$ cat config.mk
export PLATFORM = sky130hd
export DESIGN_NAME = pixel_tone_and_hue_posterizer
export DESIGN_NICKNAME = d
export VERILOG_FILES = /design/src/rtl/core/ptp_pkg.sv /design/src/rtl/core/ptp_cfg_regs.sv /design/src/rtl/core/ptp_posterize.sv /design/src/rtl/core/pixel_tone_and_hue_posterizer.sv
export SDC_FILE = /design/constraint.sdc
export NUM_CORES = 1
export LEC_CHECK = 0
export BUFFER_PORTS_ARGS = -buffer_cell sky130_fd_sc_hd__clkbuf_2
export CAP_MARGIN = 5
export CORE_UTILIZATION = 50
export CTS_BUF_LIST = sky130_fd_sc_hd__clkbuf_4
export CTS_CLUSTER_DIAMETER = 80
export DETAILED_ROUTE_END_ITERATION = 16
export PLACE_DENSITY = 0.68
export SLEW_MARGIN = 20
export SYNTH_ARGS = -nofsm -noshare
export SYNTH_HDL_FRONTEND = slang
export SYNTH_SLANG_ARGS = --single-unit
$ cat constraint.sdc
create_clock -name clk -period 7.3 [get_ports clk]
set_clock_uncertainty 0.2 [all_clocks]
set_input_delay 0 -clock clk [delete_from_list [all_inputs] [get_ports clk]]
set_output_delay 0 -clock clk [all_outputs]
set_load 0.1 [all_outputs]
$ cat src/rtl/core/ptp_pkg.sv
// Package for the pixel tone and hue posterizer.
// Pixel and configuration types, register indexes, reset values and thresholds.
// No dependencies.
package ptp_pkg;

  localparam int ChanW   = 8;
  localparam int RgbW    = 3 * ChanW;
  localparam int SumW    = 10;
  localparam int CfgAddrW = 3;

  // register indexes on the configuration port
  localparam logic [CfgAddrW-1:0] RegMargin  = 3'd0;
  localparam logic [CfgAddrW-1:0] RegYellow  = 3'd1;
  localparam logic [CfgAddrW-1:0] RegMagenta = 3'd2;
  localparam logic [CfgAddrW-1:0] RegCyan    = 3'd3;
  localparam logic [CfgAddrW-1:0] RegRed     = 3'd4;
  localparam logic [CfgAddrW-1:0] RegGreen   = 3'd5;
  localparam logic [CfgAddrW-1:0] RegBlue    = 3'd6;

  // reset values
  localparam logic [ChanW-1:0] MarginReset  = 8'd20;
  localparam logic [RgbW-1:0]  YellowReset  = 24'hFFFF00;
  localparam logic [RgbW-1:0]  MagentaReset = 24'hFF00FF;
  localparam logic [RgbW-1:0]  CyanReset    = 24'h00FFFF;
  localparam logic [RgbW-1:0]  RedReset     = 24'hFF0000;
  localparam logic [RgbW-1:0]  GreenReset   = 24'h00FF00;
  localparam logic [RgbW-1:0]  BlueReset    = 24'h0000FF;

  // mean thresholds folded into the channel sum (mean = sum / 3)
  // mean < 85   <=> sum < 255
  // mean > 170  <=> sum >= 513
  // mean < 170  <=> sum < 510
  localparam logic [SumW-1:0] SumDarkLimit  = 10'd255;
  localparam logic [SumW-1:0] SumLightLimit = 10'd513;
  localparam logic [SumW-1:0] SumBwLimit    = 10'd510;

  localparam logic [ChanW-1:0] GrayLevel  = 8'd127;
  localparam logic [ChanW-1:0] ChanMax    = 8'd255;
  localparam logic [RgbW-1:0]  HueBlack   = 24'h000000;
  localparam logic [RgbW-1:0]  HueWhite   = 24'hFFFFFF;

  // red in the low byte, matching the stream data layout
  typedef struct packed {
    logic [ChanW-1:0] blue;
    logic [ChanW-1:0] green;
    logic [ChanW-1:0] red;
  } pixel_t;

  // palette colors are packed R[23:16] G[15:8] B[7:0]
  typedef struct packed {
    logic [ChanW-1:0] margin;
    logic [RgbW-1:0]  yellow_rgb;
    logic [RgbW-1:0]  magenta_rgb;
    logic [RgbW-1:0]  cyan_rgb;
    logic [RgbW-1:0]  red_rgb;
    logic [RgbW-1:0]  green_rgb;
    logic [RgbW-1:0]  blue_rgb;
  } cfg_t;

endpackage

$ cat src/rtl/core/ptp_cfg_regs.sv
// Configuration registers of the posterizer: margin and six palette colors.
// Depends on ptp_pkg.
module ptp_cfg_regs import ptp_pkg::*; (
  input  logic                clk,
  input  logic                rst,
  input  logic                cfg_we,
  input  logic [CfgAddrW-1:0] cfg_addr,
  input  logic [RgbW-1:0]     cfg_wdata,
  output cfg_t                cfg
);

  always_ff @(posedge clk) begin
    if (rst) begin
      cfg.margin      <= MarginReset;
      cfg.yellow_rgb  <= YellowReset;
      cfg.magenta_rgb <= MagentaReset;
      cfg.cyan_rgb    <= CyanReset;
      cfg.red_rgb     <= RedReset;
      cfg.green_rgb   <= GreenReset;
      cfg.blue_rgb    <= BlueReset;
    end else if (cfg_we) begin
      case (cfg_addr)
        RegMargin:  cfg.margin      <= cfg_wdata[ChanW-1:0];
        RegYellow:  cfg.yellow_rgb  <= cfg_wdata;
        RegMagenta: cfg.magenta_rgb <= cfg_wdata;
        RegCyan:    cfg.cyan_rgb    <= cfg_wdata;
        RegRed:     cfg.red_rgb     <= cfg_wdata;
        RegGreen:   cfg.green_rgb   <= cfg_wdata;
        RegBlue:    cfg.blue_rgb    <= cfg_wdata;
        default: ;  // unused index, write dropped
      endcase
    end
  end

endmodule

$ cat src/rtl/core/ptp_posterize.sv
// Combinational shade/hue classification and saturating mix for one pixel.
// Depends on ptp_pkg.
module ptp_posterize import ptp_pkg::*; (
  input  pixel_t pix,
  input  cfg_t   cfg,
  output pixel_t res
);

  logic [SumW-1:0]  sum;
  logic [ChanW-1:0] shade;
  logic [ChanW-1:0] d_rg, d_gb, d_br;
  logic             near_rg, near_gb, near_br;
  logic [RgbW-1:0]  bw;
  logic [RgbW-1:0]  hue;
  logic [ChanW:0]   s_r, s_g, s_b;

  assign sum = SumW'(pix.red) + SumW'(pix.green) + SumW'(pix.blue);

  always_comb begin
    if (sum < SumDarkLimit) begin
      shade = '0;
    end else if (sum >= SumLightLimit) begin
      shade = ChanMax;
    end else begin
      shade = GrayLevel;
    end
  end

  assign d_rg = (pix.red >= pix.green) ? pix.red - pix.green : pix.green - pix.red;
  assign d_gb = (pix.green >= pix.blue) ? pix.green - pix.blue : pix.blue - pix.green;
  assign d_br = (pix.blue >= pix.red) ? pix.blue - pix.red : pix.red - pix.blue;

  assign near_rg = d_rg <= cfg.margin;
  assign near_gb = d_gb <= cfg.margin;
  assign near_br = d_br <= cfg.margin;

  assign bw = (sum < SumBwLimit) ? HueBlack : HueWhite;

  // first near pair wins; third channel near either member collapses to black/white
  always_comb begin
    if (near_rg) begin
      hue = (near_br || near_gb) ? bw : cfg.yellow_rgb;
    end else if (near_gb) begin
      hue = (near_rg || near_br) ? bw : cfg.magenta_rgb;
    end else if (near_br) begin
      hue = (near_gb || near_rg) ? bw : cfg.cyan_rgb;
    end else if (pix.red >= pix.green && pix.red >= pix.blue) begin
      hue = cfg.red_rgb;
    end else if (pix.green >= pix.blue) begin
      hue = cfg.green_rgb;
    end else begin
      hue = cfg.blue_rgb;
    end
  end

  assign s_r = {1'b0, shade} + {1'b0, hue[23:16]};
  assign s_g = {1'b0, shade} + {1'b0, hue[15:8]};
  assign s_b = {1'b0, shade} + {1'b0, hue[7:0]};

  assign res.red   = s_r[ChanW] ? ChanMax : s_r[ChanW-1:0];
  assign res.green = s_g[ChanW] ? ChanMax : s_g[ChanW-1:0];
  assign res.blue  = s_b[ChanW] ? ChanMax : s_b[ChanW-1:0];

endmodule

$ cat src/rtl/core/pixel_tone_and_hue_posterizer.sv
// Top level of the pixel tone and hue posterizer: stream ports, pipeline control.
// Depends on ptp_pkg, ptp_cfg_regs and ptp_posterize.
//
// Maps each RGB request to one posterized RGB pixel: a shade (black, gray 127
// or white, from the channel mean) plus a hue (a palette color picked by the
// near channel pairs or the dominant channel), saturated per channel at 255.
// The block takes one pixel per clock while the output is not stalled. The
// edge that accepts a request loads the input register; the result register
// then loads the classified pixel once the result stage is free and drives it
// on m_tdata. The two register stages (input register, then result register)
// sit around the single classification pass. Each stage has its own enable, so
// a stalled output still leaves room for one more request before s_tready
// drops. Margin and palette sit in registers written through
// cfg_we/cfg_addr/cfg_wdata; write them only while the pipeline is empty. The
// configuration registers take their default values on rst and both valid
// flags clear; the pixel data registers are not reset.
module pixel_tone_and_hue_posterizer import ptp_pkg::*; (
  input  logic                clk,
  input  logic                rst,
  // input pixel stream
  input  logic                s_tvalid,
  output logic                s_tready,
  input  logic [RgbW-1:0]     s_tdata,   // [7:0] in_red, [15:8] in_green, [23:16] in_blue
  // output pixel stream
  output logic                m_tvalid,
  input  logic                m_tready,
  output logic [RgbW-1:0]     m_tdata,   // [7:0] out_red, [15:8] out_green, [23:16] out_blue
  // configuration writes
  input  logic                cfg_we,
  input  logic [CfgAddrW-1:0] cfg_addr,
  input  logic [RgbW-1:0]     cfg_wdata
);

  cfg_t   cfg;
  pixel_t in_pix;
  pixel_t res;
  pixel_t out_pix;
  logic   in_valid;
  logic   out_free;

  ptp_cfg_regs u_cfg (
    .clk       (clk),
    .rst       (rst),
    .cfg_we    (cfg_we),
    .cfg_addr  (cfg_addr),
    .cfg_wdata (cfg_wdata),
    .cfg       (cfg)
  );

  // result stage can load when empty or being drained this cycle
  assign out_free = !m_tvalid || m_tready;
  // input stage can load when empty or moving into the result stage
  assign s_tready = !in_valid || out_free;

  // input register
  always_ff @(posedge clk) begin
    if (rst) begin
      in_valid <= 1'b0;
    end else if (s_tready) begin
      in_valid <= s_tvalid;
    end
  end

  always_ff @(posedge clk) begin
    if (s_tvalid && s_tready) begin
      in_pix <= pixel_t'(s_tdata);
    end
  end

  ptp_posterize u_post (
    .pix (in_pix),
    .cfg (cfg),
    .res (res)
  );

  // result register
  always_ff @(posedge clk) begin
    if (rst) begin
      m_tvalid <= 1'b0;
    end else if (out_free) begin
      m_tvalid <= in_valid;
    end
  end

  always_ff @(posedge clk) begin
    if (in_valid && out_free) begin
      out_pix <= res;
    end
  end

  assign m_tdata = out_pix;

  // an accepted request always lands in the input stage
  a_accept_loads: assert property (@(posedge clk) disable iff (rst)
    (s_tvalid && s_tready) |=> in_valid)
    else $error("accepted request not held in input stage");

  // a staged pixel moves to the output when the result stage is free
  a_stage_moves: assert property (@(posedge clk) disable iff (rst)
    (in_valid && out_free) |=> m_tvalid)
    else $error("staged pixel lost on the way to the output");

  // draining with nothing staged empties the output
  a_drain_empties: assert property (@(posedge clk) disable iff (rst)
    (!in_valid && m_tvalid && m_tready) |=> !m_tvalid)
    else $error("output repeated after drain");

  // an empty input stage never blocks requests
  a_ready_when_empty: assert property (@(posedge clk) disable iff (rst)
    !in_valid |-> s_tready)
    else $error("input stalled while empty");

  // nothing valid right after reset
  a_reset_clears: assert property (@(posedge clk)
    rst |=> (!m_tvalid && !in_valid))
    else $error("valid set after reset");

endmodule

==> After elaboration in Yosys (flattened, before gate mapping) <==
Cells that the tools add are included.
{ "totals": {"reg_bits": 202, "output_inout_bits": 26} }
{ "op_classes": {"n_addsub": 11, "n_lt_le_gt_ge": 10, "n_eq_ne": 6, "muxes": 14, "reduce_logical": 18} }
{ "ops": {"columns": ["op", "count"], "rows": [
  ["$mux W24", 9],
  ["$sub A8 B8 Y8", 6],
  ["$mux W8", 5],
  ["$add A8 B8 Y9", 4],
  ["$ge A8 B8 Y1", 4],
  ["$le A8 B8 Y1", 3],
  ["$reduce_and A2 Y1", 7],
  ["$add A10 B8 Y10", 1],
  ["$ge A10 B10 Y1 const B", 1],
  ["$lt A10 B8 Y1 const B", 1],
  ["$lt A10 B9 Y1 const B", 1],
  ["$eq A3 B3 Y1 const B", 3],
  ["$eq A3 B2 Y1 const B", 2],
  ["$logic_or A1 B1 Y1", 5],
  ["$eq A3 B1 Y1 const B", 1],
  ["$logic_and A1 B1 Y1", 3],
  ["$logic_not A3 Y1", 1],
  ["$logic_not A1 Y1", 2]
]} }

==> Logic depth before layout (Yosys ltp) <==
{ "logic_depth": {"word_depth": 9, "ltp_mapped": 35, "ltp_nobuf": 32} }

==> Hierarchy <==
From an unflattened synthesis, not the netlist that was laid out.
{ "hier_totals": {"cells_unflattened": 1308, "hier_area_um2": 12634.6} }
{ "by_module_without_submodules": {"columns": ["mod", "n_inst", "cells_each", "area_each_um2", "seq_area_each_um2"], "rows": [
  ["ptp_cfg_regs", 1, 553, 5866.9, 3042.9],
  ["ptp_posterize", 1, 697, 5222.5, 0.0],
  ["pixel_tone_and_hue_posterizer", 1, 58, 1545.2, 1481.4]
]} }

==> Least setup slack after synthesis <==
OpenSTA, ideal clock, no wires.
{ "synth_path": {"kind": "flip-flop to flip-flop", "startpoint": "reg in_pix[0] in the netlist's numbering", "endpoint": "reg out_pix, in the netlist m_tdata[2] (data pin)", "arrival_time_ns": 5.757, "required_time_ns": 6.821, "path_slack_ns": 1.064, "path_stages_with_launch": 34, "path_buffers": 3, "cell_sequence": "edfxtp_1 > inv_1 > ha_1 > inv_1 > fa_1 > a21o_1 > a221oi_4 > a21oi_2 > buf_6 > mux2i_1 > a21oi_1 > a21oi_2 > o31ai_2 > xor2_1 > ha_1 > nand2_1 > o21ai_0 > mux2i_1 > a21o_1 > nand2b_1 > nand2b_1 > a21o_1 > buf_6 > buf_8 > o2111ai_2 > ha_1 > nor2b_1 > o21ai_0 > a21boi_0 > o21ai_0 > nand2b_1 > a21o_1 > a21oi_1 > o21ai_0"} }
{ "synth_via": {"elab_chain_cells": 9, "elab_cells_between_ends": 31} }
{ "synth_rtl": {"columns": ["item", "line_no", "rtl"], "rows": [
  ["start, declared", "pixel_tone_and_hue_posterizer.sv:35", "pixel_t in_pix;"],
  ["start signal, assigned", "pixel_tone_and_hue_posterizer.sv:66", "in_pix <= pixel_t'(s_tdata);"],
  ["$add A8 B8 Y9 (tied with other cells)", "ptp_posterize.sv:17", "assign sum = SumW'(pix.red) + SumW'(pix.green) + SumW'(pix.blue);"],
  ["$add A10 B8 Y10 or $mux W8 (tied branches)", "ptp_posterize.sv:17, ptp_posterize.sv:29", null],
  ["$lt A10 B9 Y1 or $le A8 B8 Y1 (tied branches)", "ptp_posterize.sv:37, ptp_posterize.sv:33", null],
  ["$mux W24 or $logic_or A1 B1 Y1 (tied branches)", "ptp_posterize.sv:37, ptp_posterize.sv:46", null],
  ["$mux W24", "ptp_posterize.sv:46", "hue = (near_gb || near_rg) ? bw : cfg.cyan_rgb;"],
  ["$mux W24", "ptp_posterize.sv:45", "end else if (near_br) begin"],
  ["$mux W24", "ptp_posterize.sv:43", "end else if (near_gb) begin"],
  ["$mux W24", "ptp_posterize.sv:41", "if (near_rg) begin"],
  ["$add A8 B8 Y9 *", "ptp_posterize.sv:56", "assign s_r = {1'b0, shade} + {1'b0, hue[23:16]};"],
  ["end signal, assigned", "pixel_tone_and_hue_posterizer.sv:87", "out_pix <= res;"],
  ["end, declared", "pixel_tone_and_hue_posterizer.sv:37", "pixel_t out_pix;"]
]} }
Every way passes the cells marked *; elsewhere a longest branch is shown, timed or not.
A chain may end at the register's enable or synchronous reset.

==> Worst setup path in the final report <==
{ "layout_path": {"startpoint": "reg in_pix[0] in the netlist's numbering", "endpoint": "reg out_pix, in the netlist m_tdata[18] (data pin)"} }
{ "layout_via": {"elab_chain_cells": 9, "elab_cells_between_ends": 31} }
{ "layout_rtl": {"columns": ["item", "line_no", "rtl"], "rows": [
  ["$add A8 B8 Y9 (tied with other cells)", "ptp_posterize.sv:17", null],
  ["$add A10 B8 Y10 or $mux W8 (tied branches)", "ptp_posterize.sv:17, ptp_posterize.sv:29", null],
  ["$lt A10 B9 Y1 or $le A8 B8 Y1 (tied branches)", "ptp_posterize.sv:37, ptp_posterize.sv:33", null],
  ["$mux W24 or $logic_or A1 B1 Y1 (tied branches)", "ptp_posterize.sv:37, ptp_posterize.sv:46", null],
  ["$mux W24", "ptp_posterize.sv:46", null],
  ["$mux W24", "ptp_posterize.sv:45", null],
  ["$mux W24", "ptp_posterize.sv:43", null],
  ["$mux W24", "ptp_posterize.sv:41", null],
  ["$add A8 B8 Y9 *", "ptp_posterize.sv:58", "assign s_b = {1'b0, shade} + {1'b0, hue[7:0]};"]
]} }
Marks and branches as above.

==> summary.md <==
| Metric | Value |
|---|---|
| Outcome | `finished, final reports clean` |
| Peak Freq | `147 MHz` |
| Die X | `161 um` |
| Die H | `161 um` |
| Hold Vio Cnt, Final | `0` |
| Worst min path class | `input port to register` |
| Leading area contributor after synthesis | `dfxtp_1` |
| Initial drt markers | `1,010` |
| Layout cells sized above 1 | `14.1%` |
| H-tree levels | `2` |
| Filler Cell Count | `2,156` |
| Synth top area cells | `dfxtp_1, edfxtp_1, ha_1` |
| Initial antenna violation count | `1` |
| Synth unique cells | `74` |
| Synth Warn # | `0` |
| RR Startpoint | `in_pix[0]` |
| HP Start | `rst` |
| Critical Path RT | `7.52 ns` |
| ANT nets after route | `0` |
| Reg2Reg Setup Slack | `0.49 ns` |
| Initial cell density of the core | `51.6%` |
| I/O pin cnt | `around 80` |
| Yosys reg bits | `202` |
| Internal | `~2.9 mW` |
| Core ar. | `0.0245 mm^2` |
| Clk Latency, worst-skew pair | `0.71 ns` |
| PwrDens | `340 mW/mm^2` |
| Post-synth top cells | `nand2_1, dfxtp_1, a21oi_1` |
| Placed cell areas | `0.0133 mm^2` |
| Slew headroom | `23.5%` |
| Placed cell count | `1,833` |
| Slew Viols, Final | `0` |
| Hold Slack | `0.202 ns` |
| Top delay family on crit path | `compound AO/OA/AOI/OAI gates` |
| Root Driver | `clkbuf_4` |
| Synthesized area per cell | `8.55 um^2` |
| EDFF count, synth | `48` |
| Most common cell on crit path | `a21o_1` |
| Row count | `57` |
| Sw Pwr | `about 2.3 mW` |
| Worst setup path start | `in_pix[0]` |
| Slowest CP cell | `edfxtp_1` |
| GPL Wtd Cong | `0.888` |
| Crit start category | `register` |
| CTS max path bufs | `3` |
| Number of buffers created by CTS | `55` |
| Via Count | `approximately 11,000` |
| Synth top area share | `24.4%` |
| Post-Synthesis Cells | `1,480` |
| Sequential fraction of the synthesis area | `35.8%` |
| Clock sink total | `202` |
| Drt via density | `5.49` |
| Main flop type after synthesis | `dfxtp_1` |
| Number of global-route vias before repair | `roughly 10,000` |
| Largest net degree at the start of global routing | `91` |
| GRT Overall Usage | `26.6%` |
| Max FO, Critical Path | `26` |
| Dpl hpwl | `22,900 um` |
| WL/cell | `16.7 um` |
| Clock network power share | `18.9%` |
| CP max stage delay | `around 0.46 ns` |
| Worst reg2reg path depth | `33` |
| Max-cap violations | `0` |
| Final nets | `between 1,500 and 2,000` |
| Pre-CTS setup slack | `-0.150 ns` |
| Data arrival time of the worst path | `about 7 ns` |
| Synthesized cell area | `0.0127 mm^2` |
| End of the worst hold path | `u_cfg.cfg[18]` |
| Post-synthesis to final-layout area growth | `21.2%` |
| Core Util, Final | `roughly 62%` |
| Post-Syn Nets | `1,657` |
| Port Buffers | `81` |
| Tcrit/Tclk final | `93.3%` |
| First-pass GRT wire length | `55,000 um` |
| Total gr overflow | `0` |
| Die area | `0.0259 mm^2` |
| Critical setup path kind | `register to register` |
| Final setup fails | `0` |
| Final WS setup | `0.487 ns` |
| Layout Cells excl Fill | `2,066` |
| Peak supply drop | `just over 0.0004 V` |
| Combinational power share | `between 50% and 60%` |
| Reg power frac | `between 20% and 30%` |
| Async SR Flop Fraction | `0%` |
| Total wire length | `34,600 um` |
| DRC errors left | `0` |
| Reg clk slew, reported paths | `0.07 ns` |
| Design Area, Final | `roughly 0.015 mm^2` |
| Switching Fraction | `44.8%` |
| Hold depth | `3` |
| Min cycle time layout | `6.81 ns` |
| Worst setup EP type | `register` |
| Leakage power | `6.71 nW` |
| Most frequent cell after synthesis | `nand2_1` |
| Reg2reg end | `m_tdata[18]` |
| Drt pass-1 iters | `5` |
| CP Buf/Inv Count | `4` |
| CTS tree | `built` |
| Worst Tran Pin Value | `1.14 ns` |
## worst reg2reg max path: cells and delay by family (launching register included)
family | cells | cell delay [ns]
mux | 2 | 0.43
xor+xnor | 1 | 0.15
simple gates | 5 | 0.59
compound gates | 16 | 2.96
flops | 1 | 0.46
buf+inv | 4 | 0.47
fa+ha+maj | 5 | 1.30
## per-stage QoR
step           total power [mW]  TNS, ns
3_3_place_gp               4.05        0
4_1_cts                    5.16        0
3_5_place_dp               4.11    -1.13
5_1_grt                    5.59  -0.0140
2_1_floorplan              3.57        0
6_report                   5.21        0
## layer usage
layer | wire length, um | vias up | global-route usage (%)
met1 | 16600 | 5308 | 39.5
met5 | 0 | - | 0
met3 | 2790 | 48 | 5.29
met4 | 466 | 0 | 7.29
li1 | - | 5565 | -
met2 | 14700 | 414 | 39.0
## layout make-up
cell class	count	area, um^2	area share [%]
Multi-Input combinational cell	1117	7470	48.8
Sequential cell	202	4520	29.5
Timing Repair Buffer	235	1920	12.5
Clock buffer	77	578	3.77
Tap cell	324	405	2.64
Inverter	88	330	2.15
Clock inverter	22	93.8	0.612
Antenna cell	1	2.50	0.0163
## kinds of logic (layout without fill, tap and decap cells)
| family | count (synthesis) | count (layout) | share of synthesized area [%] |
|---|---|---|---|
| AO/OA/AOI/OAI | 333 | 333 | 18.5 |
| XOR/XNOR | 37 | 37 | 2.56 |
| adder cells (fa/ha/maj) | 121 | 121 | 12.6 |
| buffers and inverters | 161 | 422 | 5.66 |
| flip-flops | 202 | 202 | 35.8 |
| multiplexers | 50 | 50 | 3.99 |
| other | 0 | 1 | 0 |
| AND/OR/NAND/NOR | 576 | 576 | 20.9 |
## how the worst max path moves through the flow
stage               slack [ns]           to  cells past startpoint
finish                    0.49  m_tdata[18]                     33
detailed placement       -0.15  m_tdata[18]                     27
CTS                       0.08  m_tdata[18]                     31
global placement         0.009  m_tdata[10]                     27
global route             -0.01  m_tdata[18]                     33
floorplan                 1.06   m_tdata[2]                     33
## registers in the layout (all words and copies together), names as in the netlist
register	cells
in_pix	24
m_tdata	24
u_cfg.cfg	152
in_valid	1
m_tvalid	1
## timing repair
action,4_1_cts,5_1_grt
hold buffers,127,0
hold endpoints to repair,217,0
resized for setup,1,17
pin swaps,0,2
buffers inserted,0,6
setup endpoints to repair,16,24
## cells in the final DEF (no fill, tap or decap), types with 4 or more instances in the layout
| cell type | count |
|---|---|
| a21oi_1 | 118 |
| o21a_1 | 9 |
| nor2b_1 | 19 |
| a21oi_2 | 6 |
| ha_1 | 110 |
| nand2_1 | 339 |
| nand2b_1 | 15 |
| and2_1 | 24 |
| a21o_1 | 22 |
| xnor2_1 | 26 |
| dfxtp_1 | 154 |
| o21ai_0 | 46 |
| o21ai_1 | 13 |
| clkbuf_2 | 80 |
| clkbuf_4 | 77 |
| o2111ai_2 | 20 |
| edfxtp_1 | 48 |
| nand3b_1 | 61 |
| inv_1 | 88 |
| buf_4 | 25 |
| dlygate4sd3_1 | 127 |
| a21boi_0 | 4 |
| nand3_1 | 11 |
| a31oi_1 | 6 |
| nor3_1 | 5 |
| fa_1 | 11 |
| a211oi_1 | 25 |
| o211ai_1 | 4 |
| clkinv_1 | 18 |
| nand4_1 | 7 |
| mux2i_1 | 47 |
| a211o_1 | 19 |
| nor2_1 | 77 |
| xor2_1 | 11 |
| a21oi_4 | 4 |
## power by group through the flow
stage          sequential, mW  clock [mW]  combinational (mW)
2_1_floorplan            1.92           0                1.65
3_3_place_gp             1.42           0                2.64
3_5_place_dp             1.42           0                2.69
4_1_cts                  1.40        1.01                2.75
5_1_grt                  1.40        1.08                3.11
6_report                 1.39       0.983                2.83
Note: power is estimated with default switching activity, not from simulation.
